==> config.mk <==
export PLATFORM = sky130hd
export DESIGN_NAME = jtag_bitbang_scan_master
export DESIGN_NICKNAME = d
export VERILOG_FILES = /design/src/hdl/jbsm_pkg.sv /design/src/hdl/jbsm_tap_walker.sv /design/src/hdl/jtag_bitbang_scan_master.sv
export SDC_FILE = /design/constraint.sdc
export NUM_CORES = 1
export LEC_CHECK = 0
export BUFFER_PORTS_ARGS = -buffer_cell sky130_fd_sc_hd__clkbuf_2
export CAP_MARGIN = 30
export CORE_ASPECT_RATIO = 1.4
export CORE_MARGIN = 2
export CORE_UTILIZATION = 45
export CTS_BUF_LIST = sky130_fd_sc_hd__clkbuf_4 sky130_fd_sc_hd__clkbuf_8
export CTS_CLUSTER_DIAMETER = 60
export DETAILED_ROUTE_END_ITERATION = 10
export GPL_TIMING_DRIVEN = 0
export PLACE_DENSITY_LB_ADDON = 0.2
export SLEW_MARGIN = 15
export SYNTH_ARGS = -nofsm -noshare
export SYNTH_HDL_FRONTEND = slang
export SYNTH_SLANG_ARGS = --single-unit
==> constraint.sdc <==
create_clock -name clk -period 7.7 [get_ports clk]
set_input_delay 0 -clock clk [delete_from_list [all_inputs] [get_ports clk]]
set_output_delay 0 -clock clk [all_outputs]
set_load 0.05 [all_outputs]
==> src/hdl/jbsm_pkg.sv <==
// Shared types and codes for the bit-banged JTAG scan master.
// Used by jbsm_tap_walker and jtag_bitbang_scan_master; no dependencies.
`timescale 1ns / 1ps
`default_nettype none
package jbsm_pkg;

  localparam int DR_W    = 64;
  localparam int IR_W    = 5;
  localparam int LEN_W   = 7;
  localparam int STATE_W = 4;
  localparam int ACT_W   = 3;

  // Input beat kinds.
  localparam logic OP_REQUEST = 1'b0;
  localparam logic OP_SAMPLE  = 1'b1;

  // Result actions.
  localparam logic [ACT_W-1:0] ACT_CLOCK   = 3'd0;
  localparam logic [ACT_W-1:0] ACT_ASSERT  = 3'd1;
  localparam logic [ACT_W-1:0] ACT_RELEASE = 3'd2;
  localparam logic [ACT_W-1:0] ACT_DONE    = 3'd3;
  localparam logic [ACT_W-1:0] ACT_REQ     = 3'd4;

  // TAP walker states.
  localparam logic [STATE_W-1:0] ST_IDLE    = 4'd0;
  localparam logic [STATE_W-1:0] ST_RESET   = 4'd1;
  localparam logic [STATE_W-1:0] ST_DRSCAN  = 4'd2;
  localparam logic [STATE_W-1:0] ST_IRSCAN  = 4'd3;
  localparam logic [STATE_W-1:0] ST_IRCAP   = 4'd4;
  localparam logic [STATE_W-1:0] ST_IRSHIFT = 4'd5;
  localparam logic [STATE_W-1:0] ST_IREXIT  = 4'd6;
  localparam logic [STATE_W-1:0] ST_IRUPD   = 4'd7;
  localparam logic [STATE_W-1:0] ST_DRCAP   = 4'd8;
  localparam logic [STATE_W-1:0] ST_DRSHIFT = 4'd9;
  localparam logic [STATE_W-1:0] ST_DREXIT  = 4'd10;
  localparam logic [STATE_W-1:0] ST_DRUPD   = 4'd11;

  localparam logic [IR_W-1:0] DMI_IR_RESET = 5'd17;

  typedef struct packed {
    logic             op;
    logic [IR_W-1:0]  req_ir;
    logic [DR_W-1:0]  req_dr;
    logic [LEN_W-1:0] req_len;
    logic             req_trst;
    logic             tdi_bit;
  } item_t;

  typedef struct packed {
    logic [ACT_W-1:0] action;
    logic             tms;
    logic             drive_bit;
    logic [DR_W-1:0]  captured_dr;
  } result_t;

endpackage
`default_nettype wire

==> src/hdl/jbsm_tap_walker.sv <==
// TAP walker: pending-request registers, TAP state, IR/DR shift state and the
// combinational step logic that turns one beat into one result. Uses jbsm_pkg.
`timescale 1ns / 1ps
`default_nettype none
module jbsm_tap_walker #(
  parameter int IR_LEN    = 5,
  parameter int ADDR_BITS = 7
) (
  input  wire                         clk,
  input  wire                         rst_n,
  input  wire                         step_en,
  input  jbsm_pkg::item_t             item,
  input  wire [jbsm_pkg::IR_W-1:0]    dmi_ir_code,
  output jbsm_pkg::result_t           result
);

  localparam int DMI_POS = (ADDR_BITS + 33) % 64;
  localparam logic [5:0] POS_DMI = 6'(DMI_POS);
  localparam logic [5:0] POS_STD = 6'd31;
  localparam logic [3:0] IR_LAST = 4'(IR_LEN);

  logic [jbsm_pkg::STATE_W-1:0] tap_state_r, tap_state_nxt;
  logic [jbsm_pkg::IR_W-1:0]    current_ir_r, current_ir_nxt;
  logic [2:0]                   ir_count_r, ir_count_nxt;
  logic [jbsm_pkg::DR_W-1:0]    dr_shift_r, dr_shift_nxt;
  logic [jbsm_pkg::LEN_W-1:0]   dr_count_r, dr_count_nxt;
  logic                         pend_valid_r, pend_valid_nxt;
  logic [jbsm_pkg::IR_W-1:0]    pend_ir_r, pend_ir_nxt;
  logic [jbsm_pkg::DR_W-1:0]    pend_dr_r, pend_dr_nxt;
  logic [jbsm_pkg::LEN_W-1:0]   pend_len_r, pend_len_nxt;
  logic                         pend_trst_r, pend_trst_nxt;

  logic [5:0]                   in_pos;
  logic [jbsm_pkg::DR_W-1:0]    dr_shifted;
  logic [7:0]                   ir_ext;
  logic [3:0]                   ir_cnt_inc;
  logic [jbsm_pkg::LEN_W-1:0]   dr_cnt_inc;

  // The sampled bit lands higher up when the DMI register is selected.
  assign in_pos = (current_ir_r == dmi_ir_code) ? POS_DMI : POS_STD;

  always_comb begin
    dr_shifted         = dr_shift_r >> 1;
    dr_shifted[in_pos] = dr_shifted[in_pos] | item.tdi_bit;
  end

  assign ir_ext     = {3'b000, current_ir_r};
  assign ir_cnt_inc = {1'b0, ir_count_r} + 4'd1;
  assign dr_cnt_inc = dr_count_r + 7'd1;

  always_comb begin
    tap_state_nxt  = tap_state_r;
    current_ir_nxt = current_ir_r;
    ir_count_nxt   = ir_count_r;
    dr_shift_nxt   = dr_shift_r;
    dr_count_nxt   = dr_count_r;
    pend_valid_nxt = pend_valid_r;
    pend_ir_nxt    = pend_ir_r;
    pend_dr_nxt    = pend_dr_r;
    pend_len_nxt   = pend_len_r;
    pend_trst_nxt  = pend_trst_r;
    result.action      = jbsm_pkg::ACT_CLOCK;
    result.tms         = 1'b0;
    result.drive_bit   = 1'b1;
    result.captured_dr = '0;

    if (item.op == jbsm_pkg::OP_REQUEST) begin
      // A new request overwrites the pending IR, DR and length, even mid-scan; a pending TAP reset is kept.
      pend_valid_nxt   = 1'b1;
      result.action    = jbsm_pkg::ACT_REQ;
      result.drive_bit = 1'b0;
      if (item.req_trst) begin
        pend_ir_nxt   = '0;
        pend_dr_nxt   = '0;
        pend_len_nxt  = '0;
        pend_trst_nxt = 1'b1;
      end else begin
        pend_ir_nxt  = item.req_ir;
        pend_dr_nxt  = item.req_dr;
        pend_len_nxt = item.req_len;
      end
    end else begin
      unique case (tap_state_r)
        jbsm_pkg::ST_RESET: begin
          pend_trst_nxt    = 1'b0;
          result.action    = jbsm_pkg::ACT_RELEASE;
          result.drive_bit = 1'b0;
          tap_state_nxt    = jbsm_pkg::ST_IDLE;
        end
        jbsm_pkg::ST_IDLE: begin
          if (pend_valid_r) begin
            pend_valid_nxt = 1'b0;
            if (pend_trst_r) begin
              result.action    = jbsm_pkg::ACT_ASSERT;
              result.drive_bit = 1'b0;
              tap_state_nxt    = jbsm_pkg::ST_RESET;
            end else begin
              result.tms    = 1'b1;
              tap_state_nxt = jbsm_pkg::ST_DRSCAN;
            end
          end else begin
            result.action      = jbsm_pkg::ACT_DONE;
            result.drive_bit   = 1'b0;
            result.captured_dr = dr_shift_r;
          end
        end
        jbsm_pkg::ST_DRSCAN: begin
          // Skip the IR path when the right instruction is already loaded.
          if (current_ir_r != pend_ir_r) begin
            result.tms    = 1'b1;
            tap_state_nxt = jbsm_pkg::ST_IRSCAN;
          end else begin
            tap_state_nxt = jbsm_pkg::ST_DRCAP;
          end
        end
        jbsm_pkg::ST_IRSCAN: tap_state_nxt = jbsm_pkg::ST_IRCAP;
        jbsm_pkg::ST_IRCAP: begin
          current_ir_nxt = pend_ir_r;
          ir_count_nxt   = '0;
          tap_state_nxt  = jbsm_pkg::ST_IRSHIFT;
        end
        jbsm_pkg::ST_IRSHIFT: begin
          result.drive_bit = ir_ext[ir_count_r];
          if (ir_cnt_inc == IR_LAST) begin
            result.tms    = 1'b1;
            tap_state_nxt = jbsm_pkg::ST_IREXIT;
          end
          ir_count_nxt = ir_cnt_inc[2:0];
        end
        jbsm_pkg::ST_IREXIT: begin
          result.tms    = 1'b1;
          tap_state_nxt = jbsm_pkg::ST_IRUPD;
        end
        jbsm_pkg::ST_IRUPD: begin
          result.tms    = 1'b1;
          tap_state_nxt = jbsm_pkg::ST_DRSCAN;
        end
        jbsm_pkg::ST_DRCAP: begin
          dr_shift_nxt  = pend_dr_r;
          dr_count_nxt  = '0;
          tap_state_nxt = jbsm_pkg::ST_DRSHIFT;
        end
        jbsm_pkg::ST_DRSHIFT: begin
          result.drive_bit = dr_shift_r[0];
          dr_shift_nxt     = dr_shifted;
          dr_count_nxt     = dr_cnt_inc;
          // A length of zero wraps the count and so shifts 128 bits.
          if (dr_cnt_inc == pend_len_r) begin
            result.tms    = 1'b1;
            tap_state_nxt = jbsm_pkg::ST_DREXIT;
          end
        end
        jbsm_pkg::ST_DREXIT: begin
          result.tms    = 1'b1;
          dr_shift_nxt  = dr_shifted;
          tap_state_nxt = jbsm_pkg::ST_DRUPD;
        end
        jbsm_pkg::ST_DRUPD: tap_state_nxt = jbsm_pkg::ST_IDLE;
        default: tap_state_nxt = jbsm_pkg::ST_IDLE;
      endcase
    end
  end

  always_ff @(posedge clk) begin
    if (!rst_n) begin
      tap_state_r  <= jbsm_pkg::ST_IDLE;
      current_ir_r <= '0;
      ir_count_r   <= '0;
      dr_shift_r   <= '0;
      dr_count_r   <= '0;
      pend_valid_r <= 1'b0;
      pend_ir_r    <= '0;
      pend_dr_r    <= '0;
      pend_len_r   <= '0;
      pend_trst_r  <= 1'b0;
    end else if (step_en) begin
      tap_state_r  <= tap_state_nxt;
      current_ir_r <= current_ir_nxt;
      ir_count_r   <= ir_count_nxt;
      dr_shift_r   <= dr_shift_nxt;
      dr_count_r   <= dr_count_nxt;
      pend_valid_r <= pend_valid_nxt;
      pend_ir_r    <= pend_ir_nxt;
      pend_dr_r    <= pend_dr_nxt;
      pend_len_r   <= pend_len_nxt;
      pend_trst_r  <= pend_trst_nxt;
    end
  end

endmodule
`default_nettype wire

==> src/hdl/jtag_bitbang_scan_master.sv <==
// A beat is held in the input register, stepped by the combinational TAP walker
// and its result held in the result register until taken. Throughput: one beat
// per cycle while results are taken; a stalled result register holds the input.
// Reset: synchronous, active low; clears the walker, both valid flags and
// sets dmi_ir_code to 17.
// Top level of the JTAG scan master; uses jbsm_pkg and jbsm_tap_walker.
`timescale 1ns / 1ps
`default_nettype none
module jtag_bitbang_scan_master #(
  parameter int IR_LEN    = 5,
  parameter int ADDR_BITS = 7
) (
  input  wire        clk,
  input  wire        rst_n,
  input  wire        cfg_we,
  input  wire [4:0]  cfg_wdata,
  input  wire        in_valid,
  output logic       in_ready,
  input  wire        in_op,
  input  wire [4:0]  in_req_ir,
  input  wire [63:0] in_req_dr,
  input  wire [6:0]  in_req_len,
  input  wire        in_req_trst,
  input  wire        in_tdi_bit,
  output logic       out_valid,
  input  wire        out_ready,
  output logic [2:0] out_action,
  output logic       out_tms,
  output logic       out_drive_bit,
  output logic [63:0] out_captured_dr
);

  logic [jbsm_pkg::IR_W-1:0] dmi_ir_r;
  logic                      s1_valid_r, s1_valid_nxt;
  jbsm_pkg::item_t           s1_item_r;
  logic                      out_valid_r, out_valid_nxt;
  jbsm_pkg::result_t         out_res_r;
  jbsm_pkg::result_t         step_res;
  logic                      s1_go;
  logic                      in_fire;

  // The stored beat moves on whenever the result register is free or draining.
  assign s1_go    = s1_valid_r && (!out_valid_r || out_ready);
  assign in_ready = !s1_valid_r || s1_go;
  assign in_fire  = in_valid && in_ready;

  assign s1_valid_nxt  = in_fire || (s1_valid_r && !s1_go);
  assign out_valid_nxt = s1_go || (out_valid_r && !out_ready);

  always_ff @(posedge clk) begin
    if (!rst_n) begin
      dmi_ir_r    <= jbsm_pkg::DMI_IR_RESET;
      s1_valid_r  <= 1'b0;
      out_valid_r <= 1'b0;
    end else begin
      if (cfg_we) begin
        dmi_ir_r <= cfg_wdata;
      end
      s1_valid_r  <= s1_valid_nxt;
      out_valid_r <= out_valid_nxt;
    end
  end

  always_ff @(posedge clk) begin
    if (in_fire) begin
      s1_item_r.op       <= in_op;
      s1_item_r.req_ir   <= in_req_ir;
      s1_item_r.req_dr   <= in_req_dr;
      s1_item_r.req_len  <= in_req_len;
      s1_item_r.req_trst <= in_req_trst;
      s1_item_r.tdi_bit  <= in_tdi_bit;
    end
    if (s1_go) begin
      out_res_r <= step_res;
    end
  end

  jbsm_tap_walker #(
    .IR_LEN    (IR_LEN),
    .ADDR_BITS (ADDR_BITS)
  ) u_walker (
    .clk         (clk),
    .rst_n       (rst_n),
    .step_en     (s1_go),
    .item        (s1_item_r),
    .dmi_ir_code (dmi_ir_r),
    .result      (step_res)
  );

  assign out_valid       = out_valid_r;
  assign out_action      = out_res_r.action;
  assign out_tms         = out_res_r.tms;
  assign out_drive_bit   = out_res_r.drive_bit;
  assign out_captured_dr = out_res_r.captured_dr;

  // A stalled result must not be replaced by the next step.
  a_out_hold: assert property (@(posedge clk) disable iff (!rst_n)
    out_valid_r && !out_ready |=> out_valid_r && $stable(out_res_r))
    else $error("result changed while stalled");

  // A buffered beat is never lost: it either moves on or stays valid.
  a_s1_keep: assert property (@(posedge clk) disable iff (!rst_n)
    s1_valid_r && !s1_go |=> s1_valid_r && $stable(s1_item_r))
    else $error("buffered beat dropped");

  // Only plain clock-cycle results drive TMS high.
  a_tms_clock: assert property (@(posedge clk) disable iff (!rst_n)
    out_valid_r && out_res_r.tms |-> out_res_r.action == jbsm_pkg::ACT_CLOCK)
    else $error("tms high on a non-clock action");

  // A request beat's result carries no TAP activity.
  a_req_quiet: assert property (@(posedge clk) disable iff (!rst_n)
    out_valid_r && out_res_r.action == jbsm_pkg::ACT_REQ |->
      !out_res_r.drive_bit && out_res_r.captured_dr == '0)
    else $error("request result not quiet");

endmodule
`default_nettype wire

==> run metrics <==
VDD IR max=162 uV; GRT busiest layer=met2; CP arrival=2.95 ns; CP Launch Type=register; synth-to-layout area growth=26.4%; H-tree depth=2; WP buf/inv=4; DRC=0; CP delay by family, top=buffers and inverters; starting density of the core=45.5%; final net count=1,495; period utilization=31.9%; synth top area cells=edfxtp_1 35%, dfxtp_1 27%, mux2i_1 5.7%; DR pass1 iterations=5; Max Clock Freq=0.408 GHz; per-cell routed wire length=16.6 microns; WL final=30,000 microns; Synth Register Bits=316; LEAKAGE=6.27 nW; Yosys top cell by area=edfxtp_1; total track usage=20.5%; CP cell instances=buf_2 > inv_1 > nand3_1 > clkbuf_1 > buf_2 > a21oi_1 > nor2_1; post-synth top area share=35.4%; number of buffers inserted by port buffering=157; DRT antenna net count=0; first-pass GRT wire length=48,000 microns; clk_lat worst skew=0.59 ns; area post-placement=13,900 sq um; CP peak stage delay=0.62 ns; CTS buffer count=49; NetSw=0.827 mW; largest net degree at the start of global routing=50; Post-synth top flop=dfxtp_1; Reg power frac=51.0%; CTS root buffer=clkbuf_8; RSZ-0062 raised after global routing=false; Slowest-stage cell, CP=clkbuf_1; switching share of power=23.0%; Rel. slew slack=47.9%; syn_area_per_cell=11.4 sq um; syn nets=1,189; 1st-iter DRT viols=518; Synth cell types=68; Total Neg Setup Slack=0 ns; commonest cells after routing, fill and taps aside=169 x nor2_1, 168 x dfxtp_1, 158 x clkbuf_2, 148 x edfxtp_1, 98 x a21oi_1; Clk network pwr share=41.6%; Worst R2R Path Depth=7; core footprint=27,600 sq um; Row Count=72; combinational power share=7.5%; ant diodes=0; actual slew at the worst max-slew pin=0.781 ns; fraction of layout cells with a size suffix above 1=20.8%; Async S/R FF share, synth=0%; post-synthesis cell area=12,600 sq um; Vias/cell=5.07; Worst Path Required=8.20 ns; Die H=202 microns; Final HPWL DP=20,000 microns; power density over the cells=226 nW/um^2; chip width=145 microns; met1 usage=24.2%; initial antenna violation count=0; routed via count=9,194; yosys warns=0; Final Hold Viols=0; CTS sink cnt=316; commonest non-fill, non-tap cell in the layout=nor2_1; Crit path top cell by count=buf_2; Finished Cell Area=15,900 sq um; critical path class=register to register; CTS resizes=0; M2 GR Usage=36.6%; Placer Congestion=0.908; die footprint=29,300 sq um; Clk pin slew, worst setup/hold paths=0.06 ns; r2r setup slk=5.25 ns; met3 GRT Util=3.49%; hold depth=2; final setup violation count=0; min Tclk post-route=2.45 ns; Final Max Tran Viols=0; total of max-cap violations=0; internal power=2.77 mW; CTS tree=built; critical-path maximum fanout=10; CP endpoint kind=register; min-delay worst type=primary input to register; Post-synth EDFFs=148; IO Pins=160; status=completed; number of global-route vias before repair=9,249; maximum buffer depth of the clock tree=3; synthesized instance count=1,097; residual overflow from global routing=0; sequential fraction of the synthesis area=62.2%; Levels on crit path=7; Worst Clk Skew=0.0250 ns
flip-flops by register name, indices dropped and copies added, names as in the netlist, 7 cells and up:
signal and count:
out_captured_dr 64, s1_item_r 79, u_walker.dr_shift_r 64, u_walker.pend_dr_r 64, u_walker.dr_count_r 7, u_walker.pend_len_r 7
path summary, 6_finish.rpt:
kind | to | from
worst min-delay path | s1_item_r[58] | in_req_dr[49]
worst max-delay path | u_walker.pend_len_r[4] | s1_item_r[78]
worst min register to register | u_walker.pend_dr_r[39] | u_walker.pend_dr_r[39]
worst max register to register | u_walker.pend_len_r[4] | s1_item_r[78]
synthesized netlist by cell type, types with 7 or more instances:
cell,count
nor2_1,169
dfxtp_1,168
edfxtp_1,148
a21oi_1,98
nor3b_1,76
mux2i_1,71
and2_1,67
a211oi_1,61
clkbuf_1,47
buf_2,26
nand2_1,23
nand3_1,15
xor2_1,15
o21ai_0,10
buf_4,7
nand2b_1,7
nor2b_1,7
worst reg2reg max path, stage by stage (launching register included):
cell and delay, ns:
edfxtp_1 0.35, buf_2 0.23, inv_1 0.11, nand3_1 0.53, clkbuf_1 0.62, buf_2 0.36
a21oi_1 0.10, nor2_1 0.08
power groups by stage:
stage	clock network [mW]	registers, mW	logic (mW)
2_1_floorplan	0	1.91	0.100
3_3_place_gp	0	1.87	0.221
3_5_place_dp	0	1.87	0.228
4_1_cts	1.53	1.83	0.268
5_1_grt	1.61	1.83	0.289
6_report	1.49	1.83	0.268
cell type report:
class	count	area [sq um]
Inverter	7	28.8
Clock buffer	76	915
Buffer	84	383
Fill cell	2408	11700
Timing Repair Buffer	255	1790
Sequential cell	316	7810
Tap cell	370	463
Multi-Input combinational cell	690	4340
Clock inverter	14	141
stage by stage:
stage / hold WS (ns) / power, mW / setup WS (ns) / instances / utilization (%)
after CTS: 0.0894 / 3.63 / 5.17 / 1811 / 57.5
final: 0.121 / 3.59 / 5.25 / 1812 / 57.6
after floorplan: 0.0989 / 2.01 / 4.26 / 1097 / -
after global placement: 0.176 / 2.09 / 3.98 / 1624 / 50.1
after detailed placement: 0.179 / 2.09 / 5.17 / 1626 / 50.3
after global routing: 0.0991 / 3.73 / 5.06 / 1812 / 57.6
cell families after synthesis:
family                   count (synthesis)  synth area share [%]
AO/OA/AOI/OAI                          197                  9.99
multiplexers                            72                  5.84
flip-flops                             316                  62.2
buffers and inverters                   91                  3.26
AND/OR/NAND/NOR                        397                  17.0
adder cells (fa/ha/maj)                  3                 0.299
XOR/XNOR                                21                  1.47
routing by layer:
layer,vias to the layer above,routed length [microns]
met1,4338,12500
met5,-,0
met4,0,1170
met3,77,1250
met2,233,15100
li1,4546,-
timing repair:
action	in CTS	in global routing
setup buffers	0	0
hold buffers	95	0
endpoints found under the hold margin	117	0
Power figures use the tool's default switching activity.
